===== src/rtl/assert_macros.svh =====
// Assertion macros, included by multi_key_record_sorter.
`ifndef ASSERT_MACROS_SVH
`define ASSERT_MACROS_SVH
`ifndef NO_ASSERTIONS
`define MKRS_ASSERT(lbl, clk, rst_n, prop, msg) \
  lbl: assert property (@(posedge clk) disable iff (!rst_n) prop) else $error(msg);
`define MKRS_ASSERT_NEXT(lbl, clk, rst_n, pre, post, msg) \
  lbl: assert property (@(posedge clk) disable iff (!rst_n) (pre) |=> (post)) else $error(msg);
`else
`define MKRS_ASSERT(lbl, clk, rst_n, prop, msg)
`define MKRS_ASSERT_NEXT(lbl, clk, rst_n, pre, post, msg)
`endif
`endif


===== src/rtl/mkrs_ram.sv =====
// ----------------------------------------------------------------------------
// mkrs_ram
// Simple dual-port RAM: one write port, one read port, registered read data.
// ----------------------------------------------------------------------------
`default_nettype none
module mkrs_ram #(
  parameter int WIDTH = 8,
  parameter int DEPTH = 16
) (
  input  wire logic                     clk,
  input  wire logic                     we,
  input  wire logic [$clog2(DEPTH)-1:0] waddr,
  input  wire logic [WIDTH-1:0]         wdata,
  input  wire logic [$clog2(DEPTH)-1:0] raddr,
  output logic      [WIDTH-1:0]         rdata
);
  logic [WIDTH-1:0] mem [DEPTH];

  always_ff @(posedge clk) begin
    if (we) begin
      mem[waddr] <= wdata;
    end
    rdata <= mem[raddr];
  end
endmodule
`default_nettype wire


===== config.mk =====
export PLATFORM = sky130hd
export DESIGN_NAME = mkrs_ram
export DESIGN_NICKNAME = d
export VERILOG_FILES = /design/src/rtl/assert_macros.svh /design/src/rtl/mkrs_ram.sv
export SDC_FILE = /design/constraint.sdc
export NUM_CORES = 1
export LEC_CHECK = 0
export BUFFER_PORTS_ARGS = -buffer_cell sky130_fd_sc_hd__buf_2
export CORE_MARGIN = 5
export CORE_UTILIZATION = 25
export DETAILED_ROUTE_END_ITERATION = 10
export GPL_TIMING_DRIVEN = 1
export HOLD_SLACK_MARGIN = 0.1
export MAX_ROUTING_LAYER = met4
export PLACE_DENSITY = 0.53
export RECOVER_POWER = 100
export SETUP_SLACK_MARGIN = 0.2
export SYNTH_ARGS = -nofsm -noshare
export SYNTH_HDL_FRONTEND = slang
export SYNTH_SLANG_ARGS = --single-unit

===== constraint.sdc =====
create_clock -name clk -period 2 [get_ports clk]
set_clock_uncertainty 0.15 [all_clocks]
set_input_delay 0.3 -clock clk [delete_from_list [all_inputs] [get_ports clk]]
set_output_delay 0.3 -clock clk [all_outputs]
set_load 0.02 [all_outputs]

=== Word-level counts from Yosys, hierarchy flattened ===
Memory sizes are Yosys's and may differ from the RTL's. A register that Yosys moved wholly into a read port is not among the register bits.
Cells that the tools add are included.

* Multiplexer cells: 2

{| class="wikitable"
|+ Operators with widths
! operator !! count
|-
| 1-bit two-way mux || 2
|}

* Register bits: 0
* RAM bits: 128
* Output and inout port bits: 8
* Memories: 1

{| class="wikitable"
|+ Memory list
! memory !! words !! bits a word !! read ports !! clocked after memory_dff !! wr ports !! RTL line !! source
|-
| mem || 16 || 8 || 1 || 1 || 1 || mkrs_ram.sv:17 || <nowiki>logic [WIDTH-1:0] mem [DEPTH];</nowiki>
|}

=== Logic depth before layout (Yosys ltp) ===
* Depth after elaboration: 2
* Gate-level depth with buffers: 5

=== Least setup slack after synthesis ===
No wires, ideal clock.

* Path type: input to register
* Start: input port waddr[2]
* End: memory mem[0][0], enable pin
* Setup time: 0.383 ns
* Arrival: 1.410 ns
* Slack: 0.057 ns
* Stages on the path: 2
* Buffers on the path: 0
* Cell sequence: or3b_2 nor3_1

{| class="wikitable"
|+ RTL lines
! what !! RTL line !! source
|-
| start, declared || mkrs_ram.sv:12 || <nowiki>input wire logic [$clog2(DEPTH)-1:0] waddr,</nowiki>
|-
| end, declared || mkrs_ram.sv:17 ||
|}

No word-level cell before the write port.

=== Worst setup path in the final report ===
* Start: input port we
* End: memory mem[0][3], enable pin

* Cells in the longest elaborated chain, start to end: 2

{| class="wikitable"
|+ Ends and longest elaborated chain
! what !! RTL line !! source
|-
| start, declared || mkrs_ram.sv:11 || <nowiki>input wire logic we,</nowiki>
|-
| 1-bit two-way mux || mkrs_ram.sv:20 || <nowiki>if (we) begin</nowiki>
|-
| 1-bit two-way mux (implied by the code) || mkrs_ram.sv:21 || <nowiki>mem[waddr] <= wdata;</nowiki>
|}

Every way passes these cells.

==> results.toml <==
[grt]
grt_max_degree = 33
grt.total_usage = 0.09275
grt_pass1_vias = 2555
gr-total-overflow = 0
grt_pass1_wl_um = 15550
grt_antenna_before_repair = 0

[worst_hold_path]
hold_path_class = "in -> reg"

[clock_tree]
cts_hold_buf = 0
clk_pin_slew_ps = 60
cts_resized = 0
cts_buffers = 17
post-cts-setup-buffers = 0
root_buffer = "clkbuf_16"
ctsLongestPathBuffers = 2
htree_num_levels = 4
clock_latency_ps = 400
cts_tree = "built"
clock_sink_count = 136

[floorplan]
start_util = 0.2544
rows = 52
io_pins = 26
core_area_um2 = 20230
die_x_um = 153.5
die-area_um2 = 23560
die_y_um = 153.5

[pwr]
p_switching_mw = 1.319
sw_frac_of_total = 0.2050
pwr-share-comb = 0.047
p_int_mw = 5.116
power_density_nw_per_um2 = 1039
p_leak_nw = 1.963
worst_ir_drop_vdd_uv = 700.3
p_clk_frac = 0.454
p_seq_frac = 0.499

[synth]
yosysWarnings = 0
post_synth.cell_area_avg_um2 = 22.48
synth_cells = 229
synth_seq_cells = 136
yosys.cell_types.count = 19
synth_fp_nets = 247
syn_area_um2 = 5147
yosysSeqAreaShare = 0.7778

[timing]
fin_crit_ps = 1687
finalHoldViolCount = 0
max_freq_mhz = 592.8
worst_slack_ps = 313.2
tightest_slew_ps = 708.7
fin_setup_tns_ps = 0
slew-limit-headroom = 0.5276
setup_viol = 0
rsz0062_at_grt = "false"
drv_slew = 0
final.period_utilization = 0.8434

[route]
drt_iter0_drc = 197
first_pass_iters = 4
routed_wl_um = 10160
drtAntennaViolNets = 0
wl_per_cell_um = 17.88
viasPerCell = 4.234
drc = 0
route.vias.total = 2405

[cells_and_area]
nets = 303
final_cell_count_no_fill = 568
drive_gt1_frac = 0.2013
final_cell_mix = "128 x edfxtp_1, 36 x clkbuf_1, 18 x mux4_2, 17 x clkbuf_16, 16 x a22oi_1"
syn_to_final_growth_pct = 20.27
final_common_cell = "edfxtp_1"
antennaDiodeCount = 0

[place]
globalplace.congestion = 0.7588
post-place-cells = 536
post-place-ws_ps = 77.97
port_buffers = 25
dp_hpwl_um = 6691

[critical_path]
arrival_ps = 1580
cp.required_ps = 1890
crit_fanout = 8
start_kind = "primary input"
cp-end-kind = "flip-flop"
reg2reg_slack_ps = 520
crit_type = "in -> reg"

[run]
maxCapViolCount = 0

[status]
status = "completed"
==> power by group through the flow <==
stage	sequential (mW)	clock [mW]	combinational, mW
floorplan	3.28	0	0.162
global placement	3.27	0	0.317
detailed placement	3.27	0	0.324
CTS	3.21	2.99	0.325
global route	3.22	3.13	0.330
finish	3.21	2.92	0.301
==> cells by family after synthesis <==
| family | share of synthesized area |
|---|---|
| simple gates | 0.03184 |
| compound gates | 0.02334 |
| flops | 0.7778 |
| mux | 0.1502 |
| buf+inv | 0.01677 |
==> final timing paths <==
| kind | endpoint | startpoint | cells after the start |
|---|---|---|---|
| max | mem[0][3]$_DFFE_PP_ | we | 4 |
| min | mem[6][1]$_DFFE_PP_ | wdata[1] | 1 |
| max reg2reg | rdata[4]$_DFF_P_ | mem[9][4]$_DFFE_PP_ | 3 |
| min reg2reg | rdata[3]$_DFF_P_ | mem[11][3]$_DFFE_PP_ | 3 |
==> state kept, by name, indices dropped and copies added (netlist names) <==
register  flops
rdata         8
mem         128
==> synthesized netlist by cell type, drive strengths merged <==
cell           number  area share
a22oi              16       0.023
edfxtp            128        0.75
mux4               32        0.15
nor2               13      0.0095
dfxtp               8       0.031
nand2               9      0.0066
nor2b               1      0.0012
and2b               1      0.0015
or3b                1      0.0017
clkdlybuf4s25       3      0.0058
nand2b              2      0.0024
nand3               1     0.00097
nand3b              2      0.0029
nor3                4      0.0039
buf                 7       0.011
and2                1      0.0012
==> layout make-up <==
class	instances	area (um2)
clock buffer	17	425.4
fill	1946	14040
sequential	136	4004
multi-input combinational	83	1057
timing repair buffer	47	230.2
tap	270	337.8
clock inverter	15	136.4
==> critical path: stages <==
cell and delay, ps:
clkbuf_1 130, or3b_2 510, nor3_1 150, clkbuf_1 490
==> routing by layer <==
metal  vias up  track usage  part of all wire  routed length [um]
met5         -            -                 0                   0
met4         0      0.02649            0.0075                  76
met3         8      0.03148             0.042                 426
met2        47       0.1322              0.46                4697
met1      1266       0.1267              0.49                4956
li1       1084            -                 -                   -
==> stage by stage <==
stage          power [mW]  instance area, um2  hold slack, ps    util
2_1_floorplan       3.445                5152           248.9       -
3_3_place_gp        3.585                5719           508.4  0.2826
3_5_place_dp        3.595                5719           510.7  0.2826
4_1_cts             6.527                6281           111.5  0.3104
5_1_grt             6.680                6191           278.9  0.3060
6_report            6.435                6191           266.3  0.3060
(Power assumes the default switching activity.)
