<file path="src/rtl/assert_macros.svh">
// Assertion macros, included by multi_key_record_sorter.
`ifndef ASSERT_MACROS_SVH
`define ASSERT_MACROS_SVH
`ifndef NO_ASSERTIONS
`define MKRS_ASSERT(lbl, clk, rst_n, prop, msg) \
  lbl: assert property (@(posedge clk) disable iff (!rst_n) prop) else $error(msg);
`define MKRS_ASSERT_NEXT(lbl, clk, rst_n, pre, post, msg) \
  lbl: assert property (@(posedge clk) disable iff (!rst_n) (pre) |=> (post)) else $error(msg);
`else
`define MKRS_ASSERT(lbl, clk, rst_n, prop, msg)
`define MKRS_ASSERT_NEXT(lbl, clk, rst_n, pre, post, msg)
`endif
`endif

</file>
<file path="src/rtl/mkrs_pkg.sv">
// ----------------------------------------------------------------------------
// mkrs_pkg
// Types and constants of the multi-key record sorter.
// ----------------------------------------------------------------------------
`default_nettype none
package mkrs_pkg;
  localparam int RECORDS = 1024;
  localparam int IDX_W   = $clog2(RECORDS);
  localparam int CNT_W   = IDX_W + 1;

  localparam logic [1:0] STAT_OK    = 2'd0;
  localparam logic [1:0] STAT_EMPTY = 2'd1;
  localparam logic [1:0] STAT_FULL  = 2'd2;

  localparam logic [1:0] KEY_NAME       = 2'd0;
  localparam logic [1:0] KEY_SURNAME    = 2'd1;
  localparam logic [1:0] KEY_PATRONYMIC = 2'd2;
  localparam logic [1:0] KEY_PHONE      = 2'd3;

  localparam logic       ACT_LOAD = 1'b0;
  localparam logic [7:0] KEY_ORDER_RESET = 8'd228;

  typedef struct packed {
    logic [63:0] high;
    logic [63:0] mid;
    logic [31:0] low;
  } text_t;

  typedef struct packed {
    text_t       name;
    text_t       surname;
    text_t       patronymic;
    logic [63:0] phone;
  } rec_t;

  localparam int REC_W = $bits(rec_t);
endpackage
`default_nettype wire

</file>
<file path="src/rtl/mkrs_cmp.sv">
// ----------------------------------------------------------------------------
// mkrs_cmp
// Multi-key record compare: a_gt_b when record a sorts after record b.
// ----------------------------------------------------------------------------
`default_nettype none
module mkrs_cmp import mkrs_pkg::*; (
  input  wire rec_t       a,
  input  wire rec_t       b,
  input  wire logic [7:0] key_order,
  output logic            a_gt_b
);
  logic [3:0] gt;
  logic [3:0] lt;

  assign gt = {a.phone > b.phone, a.patronymic > b.patronymic,
               a.surname > b.surname, a.name > b.name};
  assign lt = {a.phone < b.phone, a.patronymic < b.patronymic,
               a.surname < b.surname, a.name < b.name};

  // First slot that differs decides.
  always_comb begin
    logic       decided;
    logic [1:0] code;
    decided = 1'b0;
    a_gt_b  = 1'b0;
    for (int s = 0; s < 4; s++) begin
      code = key_order[2*s +: 2];
      if (!decided && (gt[code] || lt[code])) begin
        a_gt_b  = gt[code];
        decided = 1'b1;
      end
    end
  end
endmodule
`default_nettype wire

</file>
<file path="config.mk">
export PLATFORM = sky130hd
export DESIGN_NAME = mkrs_cmp
export DESIGN_NICKNAME = d
export VERILOG_FILES = /design/src/rtl/assert_macros.svh /design/src/rtl/mkrs_pkg.sv /design/src/rtl/mkrs_cmp.sv
export SDC_FILE = /design/constraint.sdc
export NUM_CORES = 1
export LEC_CHECK = 0
export BUFFER_PORTS_ARGS = -buffer_cell sky130_fd_sc_hd__buf_2
export CAP_MARGIN = 20
export CORE_AREA = 5 5 424 426
export DETAILED_ROUTE_END_ITERATION = 10
export DIE_AREA = 0 0 429 431
export PLACE_DENSITY = 0.3
export RECOVER_POWER = 100
export SYNTH_ARGS = -nofsm -noshare
export SYNTH_HDL_FRONTEND = slang
export SYNTH_SLANG_ARGS = --single-unit
</file>
<file path="constraint.sdc">
create_clock -name vclk -period 3.3
set_input_delay 0.165 -clock vclk [all_inputs]
set_output_delay 0.165 -clock vclk [all_outputs]
set_load 0.05 [all_outputs]
</file>
# After elaboration in Yosys (flattened, before gate mapping)
# Cells that the tools add are included.
[totals]
input_bits = 1096
word_cells = 45
output_inout_bits = 1
ff_bits = 0
[classes]
n_lt_le_gt_ge = 12
n_mux = 23
reduce_logical = 10
[op_table]
columns = ["cell", "count"]
rows = [
  ["$gt A160 B160 Y1", 3],
  ["$lt A160 B160 Y1", 3],
  ["$gt A64 B64 Y1", 1],
  ["$lt A64 B64 Y1", 1],
  ["$bmux W1 S2", 8],
  ["$mux W1", 15],
  ["$lt A2 B3 Y1 const B", 4],
  ["$logic_or A1 B1 Y1", 4],
  ["$logic_and A1 B1 Y1", 3],
  ["$logic_not A1 Y1", 3],
]

# Longest topological paths before layout
# Gate-level depths: netlist of the first run.
[depth]
word_depth = 14
mapped_depth = 13
depth_no_buf = 13

# Worst setup path after synthesis of the first run
# Ideal clock, no wire load.
[synth_timing]
path_type = "input -> output"
startpoint = "input port b[383] in the netlist's numbering"
endpoint = "output port a_gt_b"
n_path_buf = 0
setup_slack_ns = 0.245
arrival_time_ns = 2.890
path_stages = 12
cell_sequence = "inv_1 > ha_1 > nand4_1 > nor4_1 > nand4_1 > nor4_1 > o41a_1 > or3b_1 > o21ai_0 > o211a_1 > o221a_4 > o21ai_2"
[synth_between]
elab_chain_cells = 14
[synth_lines]
columns = ["element", "line", "rtl"]
rows = [
  ["from (decl)", "mkrs_cmp.sv:8", "input wire rec_t b,"],
  ["$gt A160 B160 Y1 or $lt A160 B160 Y1 (tied branches)", "mkrs_cmp.sv:16, mkrs_cmp.sv:18", ""],
  ["$bmux W1 S2 (on tied branches)", "mkrs_cmp.sv:28, mkrs_cmp.sv:29", ""],
  ["$mux W1 (on tied branches)", "mkrs_cmp.sv:28, mkrs_cmp.sv:29", ""],
  ["$logic_or A1 B1 Y1", "mkrs_cmp.sv:28", "if (!decided && (gt[code] || lt[code])) begin"],
  ["$mux W1", "mkrs_cmp.sv:28", ""],
  ["$logic_not A1 Y1", "mkrs_cmp.sv:28", ""],
  ["$logic_and A1 B1 Y1", "mkrs_cmp.sv:28", ""],
  ["$mux W1", "mkrs_cmp.sv:28", ""],
  ["$logic_not A1 Y1", "mkrs_cmp.sv:28", ""],
  ["$logic_and A1 B1 Y1", "mkrs_cmp.sv:28", ""],
  ["$mux W1", "mkrs_cmp.sv:28", ""],
  ["$logic_not A1 Y1", "mkrs_cmp.sv:28", ""],
  ["$logic_and A1 B1 Y1", "mkrs_cmp.sv:28", ""],
  ["$mux W1 (*)", "mkrs_cmp.sv:28", ""],
  ["to (decl)", "mkrs_cmp.sv:10", "output logic a_gt_b"],
]
# Every way passes the cells marked *; elsewhere a longest branch is shown, timed or not. The select of a mux whose other input is x is not followed.

# Worst setup path after layout of the first run
[layout_timing]
startpoint = "input port b[350] in the netlist's numbering"
endpoint = "output port a_gt_b"
# The elaborated chain is that of the path after synthesis.

==> results of run 1 <==
[synthesized netlist by cell type (5+ instances only)]
library cell  count
a211oi_1         15
a21o_1           40
a21oi_1         206
a221o_1           7
a221oi_1         21
a22oi_1           5
and4_1           15
ha_1            544
inv_1           559
nand2_1         145
nand3_1          51
nand4_1          99
nor2_1           54
nor2b_1           6
nor3_1           29
nor4_1           26
o211ai_1          9
o21a_1            7
o21ai_0          82
or4_1             5
[what timing repair did]
action                                  CTS  global route
endpoints found under the setup margin    1             1
resized for setup                        93            46
buffers inserted                          9             1
pin swaps                                40            40
[critical path, stage by stage]
cell,delay (ps)
buf_6,100
inv_4,40
ha_4,200
buf_6,110
a21oi_2,120
nand2_2,70
a221oi_4,470
a211oi_2,150
o311a_4,320
or3b_4,420
or2_4,300
mux4_2,480
o221ai_2,90
o221a_4,220
o21ai_4,80
buf_12,160
[layout make-up]
cell class / instances / share of cell area [%]
multi-input combinational: 1439 / 51.2
timing repair buffer: 1276 / 28.2
tap: 2340 / 11.9
inverter: 559 / 8.53
antenna: 25 / 0.253
[power by group through the flow]
stage / Clock [mW] / Combinational [mW] / Sequential, mW
finish: 0.00000104 / 2.96 / 0
global route: 0.000000341 / 3.33 / 0
CTS: 0 / 2.99 / 0
detailed placement: 0 / 2.88 / 0
global placement: 0 / 2.90 / 0
floorplan: 0 / 1.20 / 0
[stage by stage]
step | worst slack [ps] | instances | area [sq um] | TNS (ps)
after floorplan | 245 | 1998 | 14000 | 0
after global placement | -1370 | 5609 | 23800 | -1370
after detailed placement | -1380 | 5609 | 23800 | -1380
after CTS | -437 | 5615 | 24400 | -437
after global routing | -460 | 5622 | 24700 | -460
final | -382 | 5639 | 24700 | -382
[logic make-up (layout without fill, tap and decap cells)]
family                   Yosys count  in the layout
buffers and inverters            559           1835
multiplexers                       5              5
adder cells (fa/ha/maj)          544            544
AND/OR/NAND/NOR                  452            452
other                              0             25
AO/OA/AOI/OAI                    438            438
[metal layers]
metal  part of all wire (%)  wire length, um
met1                     39            50300
met2                     55            70300
met3                    5.2             6670
met4                   0.89             1140
met5                   0.23              299
[final timing paths]
kind,slack [ps],end,cells past startpoint,start
min,900,a_gt_b,4,key_order[1]
max,-380,a_gt_b,16,b[350]
==> results.yml, run 1 <==
cells_and_area:
  finalNetCount: 4916
  mostFrequentLayoutCell: "buf_2"
  seq_area_sq_um: 0
  drive_gt1_share_pct: 42.5
  nClkBuffers: 0
  final_core_util_pct: 14.1
  most-common-layout-cells: "buf_2 (1,092), inv_1 (544), ha_1 (520)"
  synthToLayoutAreaGrowth_pct: 76.3
  multiInputGateArea_sq_mm: 0.0126
  design.seq.count: 0
  fillers: 20700
power_and_ir_drop:
  p_per_area_mw_per_mm2: 120
  power.leakage_nw: 14.2
  p_sw_share_pct: 52.1
  p_seq_share_pct: 0
  vdd_drop_max_v: 0.0000420
  p_sw_mw: 1.54
  clkPwrFrac_pct: 0
  p_total_mw: 2.96
  p_comb_share_pct: 100.0
  internal_power_mw: 1.42
timing:
  min_period_over_period_pct: 112
  fin_ws_ps: -382
  rsz0062_at_grt: "true"
  slew_headroom_pct: 63.9
  finalHoldViolCount: 0
  max_freq_mhz: 272
  min_period_ps: 3680
  holdWs_ps: 899
  slew_viol_final: 0
  tightest_slew_ps: 542
  setup_viol: 1
logic_synthesis:
  muxShareOfSynthArea_pct: 0.795
  synth.avg_cell_area_sq_um: 7.01
  yosysSeqAreaShare_pct: 0
  synthXorXnorAreaFrac_pct: 0
  synth_cell_types: 62
  syn_nets: 3638
  syn_area_sq_mm: 0.0140
  synth_top_family_by_area: "adder cells"
  synth_adder_area_share_pct: 48.6
  synth_compound_area_share_pct: 19.3
  yosys_warnings: 0
  synth-simple-area-share_pct: 16.3
  synth_top_cell_by_area: "ha_1"
  ys_top_cells_by_area: "ha_1 (49%), inv_1 (15%), a21oi_1 (7.4%), nand4_1 (4.4%), nand2_1 (3.9%)"
  synth.top_cell.area_share_pct: 48.6
  synth_cells: 1998
drt:
  remaining_drc_errors: 0
  dr.pass1.iters: 5
  wl_per_cell_um: 22.8
  num_vias: 19200
  drt_wl_total_mm: 129
  ant_nets: 0
  via_per_inst: 3.41
  drt_iter0_markers: 738
die:
  ios: 1097
  die_y_um: 431
  start_util_pct: 7.99
  die_width_um: 429
  die_area_sq_mm: 0.185
  coreArea_sq_mm: 0.175
  rows: 154
setup_path:
  cp-start-kind: "input pin"
  required_ps: 3130
  cp_max_fo: 3
  end_kind: "output port"
  critical_path_arrival_ps: 3520
  critPathKind: "input pin to output port"
grt:
  grt_pass1_wl_mm: 166
  grtUsageMet1_pct: 14.9
  grt_use_met3_pct: 2.25
  grt.busiest_layer: "met2"
  grt_use_met2_pct: 26.2
  grt_max_degree: 6
  gr-total-overflow: 0
  grtUsageTotal_pct: 13.0
  antenna_found_initial: 132
  grt_pass1_vias: 19900
outcome:
  status: "finished with violations"
  violations: "negative setup slack"
placement:
  numPortBuffers: 1097
  place.detailed.hpwl_mm: 125
  gp_congestion: 0.932
clock_tree:
  hold_buffers: 0
run:
  drv_cap: 0
min_path:
  hp-class: "input pin to output port"
No activity file was read; power rests on OpenSTA's default activity.
==> inputs of run 2 (changes only) <==
PLACE_DENSITY = not set   (was 0.3)
SKIP_LAST_GASP = 1   (was not set)
==> run 2 against run 1 <==
Compared with the run above:
- the flow still finishes with violations (negative setup slack)
- combinational power increased by 3%
- sequential cell count stayed put
- global-route usage is 2.7 points higher
- non-clock buffer count shrank 13
- via count rose by 5.9%
- highest routed layer unchanged
==> results.yml, run 2 (same netlist as run 1, synthesis figures left out) <==
cells_and_area:
  design.seq.count: 0
  mostFrequentLayoutCell: "buf_2"
  finalNetCount: 4903
  instances_no_fill: 5656
  nClkBuffers: 0
  drive_gt1_share_pct: 41.2
  final_core_util_pct: 13.9
  fillers: 20600
  synthToLayoutAreaGrowth_pct: 74.0
  most-common-layout-cells: "buf_2 (1,087), inv_1 (544), ha_1 (532)"
  seq_area_sq_um: 0
outcome:
  violations: "negative setup slack"
  status: "finished with violations"
grt:
  grt_pass1_wl_mm: 193
  grt_max_degree: 6
  grtUsageTotal_pct: 15.7
  gr-total-overflow: 0
  antenna_found_initial: 186
  grt_pass1_vias: 20400
timing:
  finalHoldViolCount: 0
  holdWs_ps: 1000
  slew_headroom_pct: 63.6
  slew_viol_final: 0
  setup_viol: 1
  fin_tns_setup_ps: -345
  fin_ws_ps: -345
  min_period_over_period_pct: 110
  min_period_ps: 3640
  tightest_slew_ps: 540
  rsz0062_at_grt: "true"
  max_freq_mhz: 274
placement:
  gp_congestion: 1.09
  numPortBuffers: 1097
  place.detailed.hpwl_mm: 151
  dp_cells: 5596
die:
  ios: 1097
  die_width_um: 429
  rows: 154
  start_util_pct: 7.99
  die_area_sq_mm: 0.185
  coreArea_sq_mm: 0.175
  die_y_um: 431
power_and_ir_drop:
  vdd_drop_max_v: 0.0000463
  p_per_area_mw_per_mm2: 125
  power.leakage_nw: 14.1
min_path:
  min_from: "key_order[1]"
  hp-class: "input pin to output port"
drt:
  dr.pass1.iters: 6
  via_per_inst: 3.60
  wl_per_cell_um: 27.4
  ant_nets: 0
  num_vias: 20400
  remaining_drc_errors: 0
  drt_iter0_markers: 1604
  drt_wl_total_mm: 155
setup_path:
  required_ps: 3130
  critical_path_arrival_ps: 3480
  critical_path.startpoint: "b[435]"
  end_kind: "output port"
  cp-start-kind: "input pin"
  critPathKind: "input pin to output port"
  cp_max_fo: 3
clock_tree:
  hold_buffers: 0
run:
  drv_cap: 0
run 2: layer usage:
layer  share of wire, %  up-vias  GRT usage, %
met5               0.16        -             0
met4                4.1       40          3.70
met3                8.0      302          3.82
met2                 47     1102          27.3
met1                 41     9344          19.7
li1                   -     9594             -
run 2: where the power goes:
part	switching [mW]	leakage, nW	total [mW]	internal [mW]
Clock	0	0.000351	0.00000225	0.00000225
Combinational	1.66	14.1	3.04	1.38
Sequential	0	0	0	0
run 2: critical path: stages:
cell,delay (ps)
buf_8,100
inv_8,60
ha_4,200
and2_4,130
a221o_1,420
a221oi_2,340
o221ai_2,150
a2111o_1,530
a2bb2oi_4,270
nand2_4,100
mux4_2,470
o221ai_2,100
o221a_4,230
o21ai_4,60
buf_12,150
run 2: cell type report:
| type | instances | area [sq um] | share of cell area (%) |
|---|---|---|---|
| diodes | 55 | 138 | 0.565 |
| multi-input cells | 1439 | 12300 | 50.5 |
| inverters | 559 | 2120 | 8.71 |
| well taps | 2340 | 2930 | 12.0 |
| repair buffers | 1263 | 6890 | 28.3 |
run 2: what timing repair did:
item	in CTS	in global routing
endpoints found under the setup margin	1	1
resized for setup	92	5
setup buffers	4	1
hold endpoints to repair	0	0
pin swaps	36	9
run 2: metrics by stage:
| stage | cell area, sq um | setup WS (ps) | total power, mW |
|---|---|---|---|
| after global routing | 24300 | -478 | 3.36 |
| after detailed placement | 23700 | -832 | 2.94 |
| final | 24400 | -345 | 3.04 |
| after floorplan | 14000 | 245 | 1.20 |
| after global placement | 23700 | -801 | 2.90 |
| after CTS | 24200 | -304 | 3.04 |
run 2: path summary, 6_finish.rpt:
check,end,depth (start not counted)
worst max-delay path,a_gt_b,15
worst min-delay path,a_gt_b,4
==> inputs of run 3 (changes only) <==
CORE_AREA = 3 3 422 424   (was 5 5 424 426)
DIE_AREA = 0 0 425 427   (was 0 0 429 431)
==> run 3 against run 2 <==
Compared with the run above:
- the flow still finishes with violations (negative setup slack)
- utilization increased by 0.39 points
- count of clock-buffer cells in the layout stayed put
- die area decreased by 1.9%
- sequential cell count stayed put
- non-clock buffer count is 21 higher
==> results.yml, run 3 (same netlist as run 1, synthesis figures left out) <==
drt:
  wl_per_cell_um: 26.6
  num_vias: 20500
  dr.pass1.iters: 6
  remaining_drc_errors: 0
  drt_wl_total_mm: 151
  drt_iter0_markers: 1420
  ant_nets: 0
  via_per_inst: 3.62
timing:
  max_freq_mhz: 276
  holdWs_ps: 909
  min_period_over_period_pct: 110
  setup_viol: 1
  slew_viol_final: 0
  finalHoldViolCount: 0
  rsz0062_at_grt: "true"
  fin_ws_ps: -328
  min_period_ps: 3630
  slew_headroom_pct: 63.0
  tightest_slew_ps: 549
setup_path:
  critPathTopFamily: "compound AO/OA/AOI/OAI gates"
  cp_slowest_stage_delay_ps: 450
  critical_path.startpoint: "a[371]"
  critPathKind: "input pin to output port"
  required_ps: 3130
  cp_max_fo: 3
  crit_chain: "buf_2, ha_1, a21oi_1, o21a_1, o211ai_1, a211o_2, nor3_2, buf_4, or3b_4, or2_4, mux4_2, o221ai_2, o221a_4, o21ai_4, buf_12"
  cp-start-kind: "input pin"
  end_kind: "output port"
  crit_buf_inv: 3
  cpMaxStageDelayCell: "mux4_2"
  crit_end: "a_gt_b"
  worst-path-stages: 15
  critical_path_arrival_ps: 3460
placement:
  numPortBuffers: 1097
  gp_congestion: 1.01
  place.detailed.hpwl_mm: 147
power_and_ir_drop:
  vdd_drop_max_v: 0.0000615
  power.leakage_nw: 14.2
  p_total_mw: 3.16
  p_per_area_mw_per_mm2: 127
grt:
  grt_pass1_vias: 20100
  grtUsageTotal_pct: 15.5
  grt_pass1_wl_mm: 186
  grt_max_degree: 6
  antenna_found_initial: 157
  gr-total-overflow: 0
die:
  die_width_um: 425
  coreArea_sq_mm: 0.174
  die_y_um: 427
  die_area_sq_mm: 0.181
  rows: 153
  start_util_pct: 8.04
  ios: 1097
run:
  drv_cap: 0
cells_and_area:
  seq_area_sq_um: 0
  synthToLayoutAreaGrowth_pct: 77.7
  fillers: 20400
  multiInputGateArea_sq_mm: 0.0126
  most-common-layout-cells: "buf_2 (1,083), inv_1 (543), ha_1 (521)"
  design.seq.count: 0
  finalNetCount: 4924
  mostFrequentLayoutCell: "buf_2"
  nClkBuffers: 0
  drive_gt1_share_pct: 42.9
outcome:
  violations: "negative setup slack"
  status: "finished with violations"
min_path:
  hp-class: "input pin to output port"
run 3: cell types whose count changed in the layout (fill, tap and decap cells not counted), moves of 4 or more:
cell,previous run,this run
buf_4,162,179
diode_2,55,68
ha_1,532,521
ha_4,10,20
a21oi_1,203,196
buf_6,5,12
a21oi_2,2,8
o21ai_0,75,69
a211oi_1,15,11
a211oi_2,0,4
buf_2,1087,1083
o21ai_2,1,5
run 3: timing repair:
action,in CTS,in global routing
pin swaps,47,34
hold buffers,0,0
hold endpoints to repair,0,0
resized for setup,116,60
endpoints found under the setup margin,1,1
buffers inserted,6,4
run 3: worst min-delay path: stages:
cell	delay (ps)
buf_2	110
mux4_2	210
o21ai_4	100
buf_12	160
run 3: metrics by stage:
| step | TNS, ps | utilization (%) | instances | worst slack, ps | area, sq um |
|---|---|---|---|---|---|
| 2_1_floorplan | 0 | - | 1998 | 245 | 14000 |
| 3_3_place_gp | -1100 | 13.7 | 5600 | -1100 | 23800 |
| 3_5_place_dp | -1030 | 13.7 | 5600 | -1030 | 23800 |
| 4_1_cts | -345 | 14.0 | 5604 | -345 | 24400 |
| 5_1_grt | -436 | 14.3 | 5649 | -436 | 24800 |
| 6_report | -328 | 14.3 | 5675 | -328 | 24900 |
run 3: cell type report:
| cell class | count | area share [%] |
|---|---|---|
| multi-input cells | 1439 | 50.7 |
| repair buffers | 1284 | 28.4 |
| well taps | 2325 | 11.7 |
| inverters | 559 | 8.52 |
| diodes | 68 | 0.683 |
run 3: how the worst min path moves through the flow:
stage                 startpoint      to  slack [ps]  cells after the start
global route        key_order[1]  a_gt_b         920                      4
floorplan           key_order[1]  a_gt_b         640                      2
CTS                 key_order[1]  a_gt_b         910                      4
global placement    key_order[1]  a_gt_b         910                      4
finish              key_order[1]  a_gt_b         910                      4
detailed placement  key_order[1]  a_gt_b         920                      4
run 3: where the power goes:
| group | switching, mW | internal, mW |
|---|---|---|
| clock | 0 | 0.00000271 |
| sequential | 0 | 0 |
| combinational | 1.72 | 1.44 |
| total | 1.72 | 1.44 |
run 3: metal layers:
metal,track usage (%),vias to the layer above,routed length [um]
met4,4.11,44,5320
met2,26.3,1051,70800
met5,0,-,264
met1,19.4,9542,62000
li1,-,9651,-
met3,3.95,248,12800
